==> config.mk <==
export PLATFORM = sky130hd
export DESIGN_NAME = v3alu_front
export DESIGN_NICKNAME = d
export VERILOG_FILES = /design/src/v3alu_pkg.sv /design/src/v3alu_front.sv
export SDC_FILE = /design/constraint.sdc
export NUM_CORES = 1
export LEC_CHECK = 0
export BUFFER_PORTS_ARGS = -buffer_cell sky130_fd_sc_hd__buf_2
export CAP_MARGIN = 20
export CORE_ASPECT_RATIO = 0.75
export CORE_MARGIN = 4
export CORE_UTILIZATION = 50
export CTS_BUF_LIST = sky130_fd_sc_hd__clkbuf_4 sky130_fd_sc_hd__clkbuf_8 sky130_fd_sc_hd__clkbuf_16
export CTS_CLUSTER_SIZE = 24
export DETAILED_ROUTE_END_ITERATION = 8
export PLACE_DENSITY_LB_ADDON = 0.2
export SLEW_MARGIN = 20
export SYNTH_ARGS = -nofsm -noshare
export SYNTH_HDL_FRONTEND = slang
export SYNTH_SLANG_ARGS = --single-unit
==> constraint.sdc <==
create_clock -name clk -period 13.45 [get_ports clk]
set_input_delay 2.0175 -clock clk [delete_from_list [all_inputs] [get_ports clk]]
set_output_delay 2.0175 -clock clk [all_outputs]
set_load 0.01 [all_outputs]
==> src/v3alu_pkg.sv <==
// ============================================================================
// v3alu_pkg
// Shared constants, item types and datapath step functions of the vector ALU.
// ============================================================================
package v3alu_pkg;

	localparam int WORD_BITS = 32;
	localparam int FRAC_BITS = 16;
	localparam int PROD_BITS = 2 * WORD_BITS;
	localparam int NUM_BITS  = WORD_BITS + FRAC_BITS;
	localparam int SAT_BITS  = (2 * WORD_BITS + 2 > NUM_BITS + 2) ? 2 * WORD_BITS + 2
		: NUM_BITS + 2;

	localparam int OP_BITS   = 4;
	localparam int KIND_BITS = 4;

	localparam int QDEPTH    = 2;
	localparam int QPTR_BITS = $clog2(QDEPTH);
	localparam int QCNT_BITS = $clog2(QDEPTH + 1);

	localparam int IN_DATA_BITS  = ((7 * WORD_BITS + 7) / 8) * 8;
	localparam int OUT_DATA_BITS = ((4 * WORD_BITS + 7) / 8) * 8;

	// operation codes on the input tuser
	localparam logic [OP_BITS-1:0] OP_ADD   = 4'd0;
	localparam logic [OP_BITS-1:0] OP_SUB   = 4'd1;
	localparam logic [OP_BITS-1:0] OP_NEG   = 4'd2;
	localparam logic [OP_BITS-1:0] OP_SCALE = 4'd3;
	localparam logic [OP_BITS-1:0] OP_DIV   = 4'd4;
	localparam logic [OP_BITS-1:0] OP_DOT   = 4'd5;
	localparam logic [OP_BITS-1:0] OP_SQMAG = 4'd6;
	localparam logic [OP_BITS-1:0] OP_CROSS = 4'd7;
	localparam logic [OP_BITS-1:0] OP_MAG   = 4'd8;
	localparam logic [OP_BITS-1:0] OP_NORM  = 4'd9;

	// internal work kinds, unused codes fold into K_NONE
	localparam logic [KIND_BITS-1:0] K_NONE  = 4'd0;
	localparam logic [KIND_BITS-1:0] K_ADD   = 4'd1;
	localparam logic [KIND_BITS-1:0] K_SUB   = 4'd2;
	localparam logic [KIND_BITS-1:0] K_NEG   = 4'd3;
	localparam logic [KIND_BITS-1:0] K_SCALE = 4'd4;
	localparam logic [KIND_BITS-1:0] K_DIV   = 4'd5;
	localparam logic [KIND_BITS-1:0] K_DOT   = 4'd6;
	localparam logic [KIND_BITS-1:0] K_SQMAG = 4'd7;
	localparam logic [KIND_BITS-1:0] K_CROSS = 4'd8;
	localparam logic [KIND_BITS-1:0] K_MAG   = 4'd9;
	localparam logic [KIND_BITS-1:0] K_NORM  = 4'd10;

	localparam logic signed [SAT_BITS-1:0] SAT_HI =
		{{(SAT_BITS-WORD_BITS+1){1'b0}}, {(WORD_BITS-1){1'b1}}};
	localparam logic signed [SAT_BITS-1:0] SAT_LO =
		{{(SAT_BITS-WORD_BITS+1){1'b1}}, {(WORD_BITS-1){1'b0}}};
	localparam logic [WORD_BITS-1:0] WORD_MAX = {1'b0, {(WORD_BITS-1){1'b1}}};
	localparam logic [WORD_BITS-1:0] WORD_MIN = {1'b1, {(WORD_BITS-1){1'b0}}};

	typedef struct packed {
		logic [KIND_BITS-1:0]          kind;
		logic                          dz;
		logic [2:0][WORD_BITS-1:0]     a;
		logic [2:0][WORD_BITS-1:0]     b;
		logic [WORD_BITS-1:0]          s;
	} item_t;

	typedef struct packed {
		logic [KIND_BITS-1:0]          kind;
		logic                          err;
		logic [2:0][WORD_BITS-1:0]     a;
		logic [WORD_BITS-1:0]          s;
		logic [2:0][WORD_BITS-1:0]     v;
		logic [WORD_BITS-1:0]          sc;
		logic [PROD_BITS-1:0]          n;
		logic [WORD_BITS:0]            srem;
		logic [WORD_BITS-1:0]          root;
		logic [WORD_BITS-1:0]          d;
		logic [2:0][NUM_BITS-1:0]      num;
		logic [2:0][WORD_BITS-1:0]     drem;
		logic [2:0][NUM_BITS-1:0]      quo;
		logic [2:0]                    neg;
	} pipe_t;

	typedef struct packed {
		logic [KIND_BITS-1:0]          kind;
		logic                          err;
		logic [2:0][WORD_BITS-1:0]     v;
		logic [WORD_BITS-1:0]          sc;
	} res_t;

	function automatic logic [WORD_BITS-1:0] sat_word(input logic signed [SAT_BITS-1:0] x);
		if (x > SAT_HI)
			return WORD_MAX;
		else if (x < SAT_LO)
			return WORD_MIN;
		else
			return x[WORD_BITS-1:0];
	endfunction

	function automatic logic signed [SAT_BITS-1:0] sext_word(input logic [WORD_BITS-1:0] x);
		return {{(SAT_BITS-WORD_BITS){x[WORD_BITS-1]}}, x};
	endfunction

	function automatic logic signed [SAT_BITS-1:0] sext_prod(input logic [PROD_BITS-1:0] x);
		return {{(SAT_BITS-PROD_BITS){x[PROD_BITS-1]}}, x};
	endfunction

	function automatic logic [WORD_BITS-1:0] abs_word(input logic [WORD_BITS-1:0] x);
		return x[WORD_BITS-1] ? (~x + 1'b1) : x;
	endfunction

	// one root bit per call: bring down two radicand bits, try (root<<2)|1
	function automatic pipe_t sqrt_step(input pipe_t x);
		pipe_t                y;
		logic [WORD_BITS+1:0] remt;
		logic [WORD_BITS+1:0] trial;
		logic                 take;
		y     = x;
		remt  = {x.srem[WORD_BITS-1:0], x.n[PROD_BITS-1 -: 2]};
		trial = {x.root, 2'b01};
		take  = (remt >= trial);
		y.srem = take ? (WORD_BITS+1)'(remt - trial) : remt[WORD_BITS:0];
		y.root = {x.root[WORD_BITS-2:0], take};
		y.n    = {x.n[PROD_BITS-3:0], 2'b00};
		return y;
	endfunction

	// one quotient bit per call on each of the three lanes
	function automatic pipe_t div_step(input pipe_t x);
		pipe_t              y;
		logic [WORD_BITS:0] remt;
		logic               take;
		y = x;
		for (int i = 0; i < 3; i++) begin
			remt = {x.drem[i], x.num[i][NUM_BITS-1]};
			take = (remt >= {1'b0, x.d});
			y.drem[i] = take ? WORD_BITS'(remt - {1'b0, x.d}) : remt[WORD_BITS-1:0];
			y.quo[i]  = {x.quo[i][NUM_BITS-2:0], take};
			y.num[i]  = {x.num[i][NUM_BITS-2:0], 1'b0};
		end
		return y;
	endfunction

endpackage

==> src/v3alu_front.sv <==
// ============================================================================
// v3alu_front
// Accepts input words, decodes the operation and queues them for the back end.
// ============================================================================
module v3alu_front (
	input  logic                                     clk,
	input  logic                                     arst_n,
	input  logic                                     in_valid,
	output logic                                     in_ready,
	input  logic [v3alu_pkg::OP_BITS-1:0]            in_op,
	input  logic [2:0][v3alu_pkg::WORD_BITS-1:0]     in_a,
	input  logic [2:0][v3alu_pkg::WORD_BITS-1:0]     in_b,
	input  logic [v3alu_pkg::WORD_BITS-1:0]          in_s,
	output logic                                     q_valid,
	input  logic                                     q_ready,
	output v3alu_pkg::item_t                         q_item
);

	v3alu_pkg::item_t                        cls;
	v3alu_pkg::item_t                        mem_q [v3alu_pkg::QDEPTH];
	logic [v3alu_pkg::QPTR_BITS-1:0]         wr_q;
	logic [v3alu_pkg::QPTR_BITS-1:0]         rd_q;
	logic [v3alu_pkg::QCNT_BITS-1:0]         cnt_q;
	logic                                    push;
	logic                                    pop;

	always_comb begin
		cls.a  = in_a;
		cls.b  = in_b;
		cls.s  = in_s;
		cls.dz = (in_s == '0);
		case (in_op)
			v3alu_pkg::OP_ADD:   cls.kind = v3alu_pkg::K_ADD;
			v3alu_pkg::OP_SUB:   cls.kind = v3alu_pkg::K_SUB;
			v3alu_pkg::OP_NEG:   cls.kind = v3alu_pkg::K_NEG;
			v3alu_pkg::OP_SCALE: cls.kind = v3alu_pkg::K_SCALE;
			v3alu_pkg::OP_DIV:   cls.kind = v3alu_pkg::K_DIV;
			v3alu_pkg::OP_DOT:   cls.kind = v3alu_pkg::K_DOT;
			v3alu_pkg::OP_SQMAG: cls.kind = v3alu_pkg::K_SQMAG;
			v3alu_pkg::OP_CROSS: cls.kind = v3alu_pkg::K_CROSS;
			v3alu_pkg::OP_MAG:   cls.kind = v3alu_pkg::K_MAG;
			v3alu_pkg::OP_NORM:  cls.kind = v3alu_pkg::K_NORM;
			default:             cls.kind = v3alu_pkg::K_NONE;
		endcase
	end

	assign in_ready = (cnt_q != v3alu_pkg::QCNT_BITS'(v3alu_pkg::QDEPTH));
	assign q_valid  = (cnt_q != '0);
	assign q_item   = mem_q[rd_q];
	assign push     = in_valid && in_ready;
	assign pop      = q_valid && q_ready;

	always_ff @(posedge clk or negedge arst_n) begin
		if (!arst_n) begin
			wr_q  <= '0;
			rd_q  <= '0;
			cnt_q <= '0;
		end else begin
			if (push)
				wr_q <= QPTR_NEXT(wr_q);
			if (pop)
				rd_q <= QPTR_NEXT(rd_q);
			if (push && !pop)
				cnt_q <= cnt_q + 1'b1;
			else if (pop && !push)
				cnt_q <= cnt_q - 1'b1;
		end
	end

	always_ff @(posedge clk) begin
		if (push)
			mem_q[wr_q] <= cls;
	end

	function automatic logic [v3alu_pkg::QPTR_BITS-1:0] QPTR_NEXT(
		input logic [v3alu_pkg::QPTR_BITS-1:0] p);
		if (p == v3alu_pkg::QPTR_BITS'(v3alu_pkg::QDEPTH - 1))
			return '0;
		else
			return p + 1'b1;
	endfunction

	a_cnt_up: assert property (@(posedge clk) disable iff (!arst_n)
		push && !pop |=> cnt_q == $past(cnt_q) + 1'b1)
		else $error("queue count did not advance on push");

endmodule

==> After elaboration in Yosys (flattened, before gate mapping) <==
Memories as Yosys holds them, arrays and structs flattened.
Index checks and enable logic that the tools add are counted.
Widths: inputs -> output; s select.
{ "word_totals": {"rom_bits": 64, "in_bits": 232, "n_memories": 2, "output_inout_bits": 231, "register_bits": 4, "mem_bits_rw": 458} }
{ "mem_list": {"columns": ["name", "depth", "width", "rd", "rd_clocked_by_memory_dff", "wr", "line", "source"], "rows": [
  ["mem_q", 2, 229, 1, 0, 1, "v3alu_front.sv:20", "v3alu_pkg::item_t mem_q [v3alu_pkg::QDEPTH];"],
  ["(name not given)", 16, 4, 1, 0, 0, "v3alu_front.sv:32", "case (in_op)"]
]} }
{ "classes": {"n_reduce_logical": 9, "n_eq_ne": 1, "addsub": 4, "muxes": 6} }
{ "op_table": {"columns": ["cell", "count"], "rows": [
  ["$logic_not 32->1", 1],
  ["$logic_and 1x1->1", 4],
  ["$mux 1", 4],
  ["$mux 2", 2],
  ["$reduce_bool 2->1", 2],
  ["$add 1x1->1 const B", 2],
  ["$add 2x1->2 const B", 1],
  ["$logic_not 1->1", 2],
  ["$ne 2x2->1 const B", 1],
  ["$sub 2x1->2 const B", 1]
]} }

==> Depth between registers and ports, before layout <==
{ "logic_depth": {"word_depth": 6, "depth_mapped": 7} }

==> Worst setup path after synthesis <==
Ideal clock, no wire load.
{ "synth_timing": {"path_kind": "input -> register", "start": "input port in_valid", "end": "memory mem_q[0][0] (netlist bit) (enable)", "setup_slack_ps": 1030, "path_stages": 2, "arrival_ps": 11598, "path_cell_list": "nand2_1 > nor2_1"} }
{ "synth_between": {"elab_chain_cells": 3} }
{ "synth_lines": {"columns": ["item", "line", "source"], "rows": [
  ["start: declaration", "v3alu_front.sv:8", "input logic in_valid,"],
  ["$logic_and 1x1->1", "v3alu_front.sv:50", "assign push = in_valid && in_ready;"],
  ["$mux 1", "v3alu_front.sv:71", "if (push)"],
  ["$mux 1 (implied by the code)", "v3alu_front.sv:72", "mem_q[wr_q] <= cls;"],
  ["end: declaration", "v3alu_front.sv:20", null]
]} }
No other way between the ends.

==> results_dict.tcl <==
set metrics [dict create \
    ant_nets 0 \
    placement_rows 59 \
    syn_nets 996 \
    clock-skew-final_ns 0.0103 \
    regToRegEndpoint "mem_q[1][149]" \
    worst_case_vdd_ir_drop_mv 0.325 \
    grt_pass1_wl_um 52800 \
    syn_avg_cell_area_um2 23.6 \
    reg2reg_setup_slack_ns 10.23 \
    drtPass1Iterations 4 \
    clk-insertion-delay-late_ns 0.54 \
    rsz0062_at_grt "false" \
    timing.final.hold_violations 0 \
    largest_net_degree_at_the_start_of_global_routing 127 \
    antenna_violations_before_repair 17 \
    synth_edf_count 458 \
    detail_route.drc_violations 0 \
    crit_arrival_ns 3.10 \
    outcome "finished clean" \
    setup_violations 0 \
    first_global_vias 8884 \
    cts_sink_count 462 \
    chipWidth_um 227 \
    timing.slew.headroom 0.292 \
    clockBufferDepth 3 \
    yosysWarningCount 0 \
    critical_path_startpoint_category "flop" \
    synth_seq_area_share 0.773 \
    dp_hpwl_um 25800 \
    hp-start "cnt_q[1]" \
    maxCapViolations 0 \
    dr_wl_met3_um 3520 \
    fillers 2519 \
    cts_made_buffers 45 \
    setup_total_negative_slack_ns 0 \
    postCtsHoldBufs 0 \
    place_congestion 0.772 \
    r2r.worst_path.cells 4 \
    critical_path.endpoint_type "output port" \
    syn_to_final_growth_pct 21.7 \
    whs_endpoint "cnt_q[1]" \
    yosysUniqueCellTypes 22 \
    p_per_area_mw_per_mm2 220 \
    period_share 0.380 \
    dr_wl_met2_um 18500 \
    detailroute.via_count 8758 \
    crit_path_start "rd_q" \
    synthesized_netlist_cell_count 759 \
    ws_path_type "flop to output port" \
    layout-drive-gt1-share 0.604 \
    floorplan.initialDensity 0.512 \
    final_nets 1488 \
    max_slew.worst_pin.slew_ns 1.06 \
    critPathRequiredTime_ns 11.43 \
    grt_overflow 0 \
    fp.dieArea_mm2 0.0390 \
    cts_tree "done" \
    syn_area_mm2 0.0179 \
    grt_usage 0.180 \
    clk_pin_slew_worst_setup_hold_paths_ns 0.06 \
    hold_path_class "flop to flop" \
    worst_hold_path.num_cells 1 \
    routed_wire_length_per_instance_um 21.4 \
    port_buffers 462 \
    cts.repair.resized 0 \
    floorplan.core_area_mm2 0.0350 \
    htreeDepth 2 \
    worstPathMaxFanout 54 \
    synth_seq_cells 462 \
    asyncSetResetFlopFracSynth 0.00866 \
    io-pin-count 463 \
    routed_wirelength_um 37300 \
    routed_via_density 5.02 \
    report.final.slew_viol_count 0 \
    die_y_um 172 \
    routedLengthMet1_um 14300 \
    utilization 0.623 \
    post-cts-setup-buffer-count 0 \
    period_minus_slack_ns 5.11 \
    p_leak_nw 8.72 \
    achievable-frequency_ghz 0.196 \
    synthFlopType "sky130_fd_sc_hd__edfxtp_1" \
    regToRegStartpoint "cnt_q[0]" \
    routed.top_layer "met5" \
    clock_tree.root_cell "sky130_fd_sc_hd__clkbuf_16" \
    hold_ws_ns 0.512 \
    drt_first_iter_violations 413 \
]
[stage by stage]
step	cells	setup slack, ns	cell area, um^2	power, mW
6_report	1743	8.34	21800	4.79
5_1_grt	1741	8.17	21800	5.01
4_1_cts	1736	8.28	21800	4.85
3_5_place_dp	1661	8.68	20400	3.69
3_3_place_gp	1661	8.70	20400	3.67
2_1_floorplan	759	1.03	17900	3.34
[area by class of cell]
cell class | count | area [um^2] | area share
multi-input combinational | 266 | 3600 | 0.165
sequential | 462 | 13900 | 0.635
clock inverter | 19 | 106 | 0.00488
antenna | 7 | 17.5 | 0.000803
timing repair buffer | 471 | 2390 | 0.110
tap | 457 | 572 | 0.0262
inverter | 5 | 18.8 | 0.000861
clock buffer | 56 | 1240 | 0.0570
[synth_stat cells (all sizes together), types with 3 or more instances]
library cell / n / area share
edfxtp: 458 / 0.77
mux2: 229 / 0.19
buf: 26 / 0.026
nor4: 8 / 0.0028
ha: 5 / 0.0035
inv: 5 / 0.0010
nand2: 5 / 0.0010
dfrtp: 4 / 0.0056
nor2: 4 / 0.00084
xnor2: 3 / 0.0015
[placed cells by master (no fill, tap or decap), drive strengths merged]
master,n
diode,7
xor2,2
and3,1
nor2,4
nand4,2
nand2,5
clkinv,16
inv,6
ha,5
xnor2,3
nor2b,1
o21ai,2
or2,1
nand2b,1
o2bb2ai,1
nor4,8
mux2,229
dfrtp,4
edfxtp,458
clkinvlp,2
clkbuf,56
mux2i,1
buf,471
[power breakdown]
group | internal, mW | switching (mW) | total, mW
logic | 0.763 | 0.792 | 1.56
registers | 1.97 | 0.112 | 2.08
clock network | 0.654 | 0.497 | 1.15
[layer usage]
metal  GRT usage  up-vias
met5           0        -
met3      0.0709       75
met2       0.304      314
met4      0.0492       16
met1       0.219     4340
li1            -     4013
[registers in the layout, summed over array words and instances, names as in the netlist]
register  count
mem_q       458
cnt_q         2
rd_q          1
wr_q          1
[logic make-up after synthesis]
family | synth area share
compound gates | 0.00105
xor+xnor | 0.00244
fa+ha+maj | 0.00349
buf+inv | 0.0271
flops | 0.773
mux | 0.186
simple gates | 0.00677
[worst max path at each step]
stage / endpoint / depth (start not counted)
global placement: mem_q[1][87] / 4
floorplan: mem_q[0][0] / 2
finish: q_item[199] / 3
detailed placement: mem_q[1][93] / 4
CTS: q_item[198] / 3
global route: q_item[199] / 3
[worst max-delay path, cell delays in order (launching register included)]
cell and delay (ns):
sky130_fd_sc_hd__dfrtp_4 1.03, sky130_fd_sc_hd__buf_4 0.89, sky130_fd_sc_hd__mux2_2 0.42, sky130_fd_sc_hd__buf_2 0.14
No activity file was read; power rests on OpenSTA's default activity.
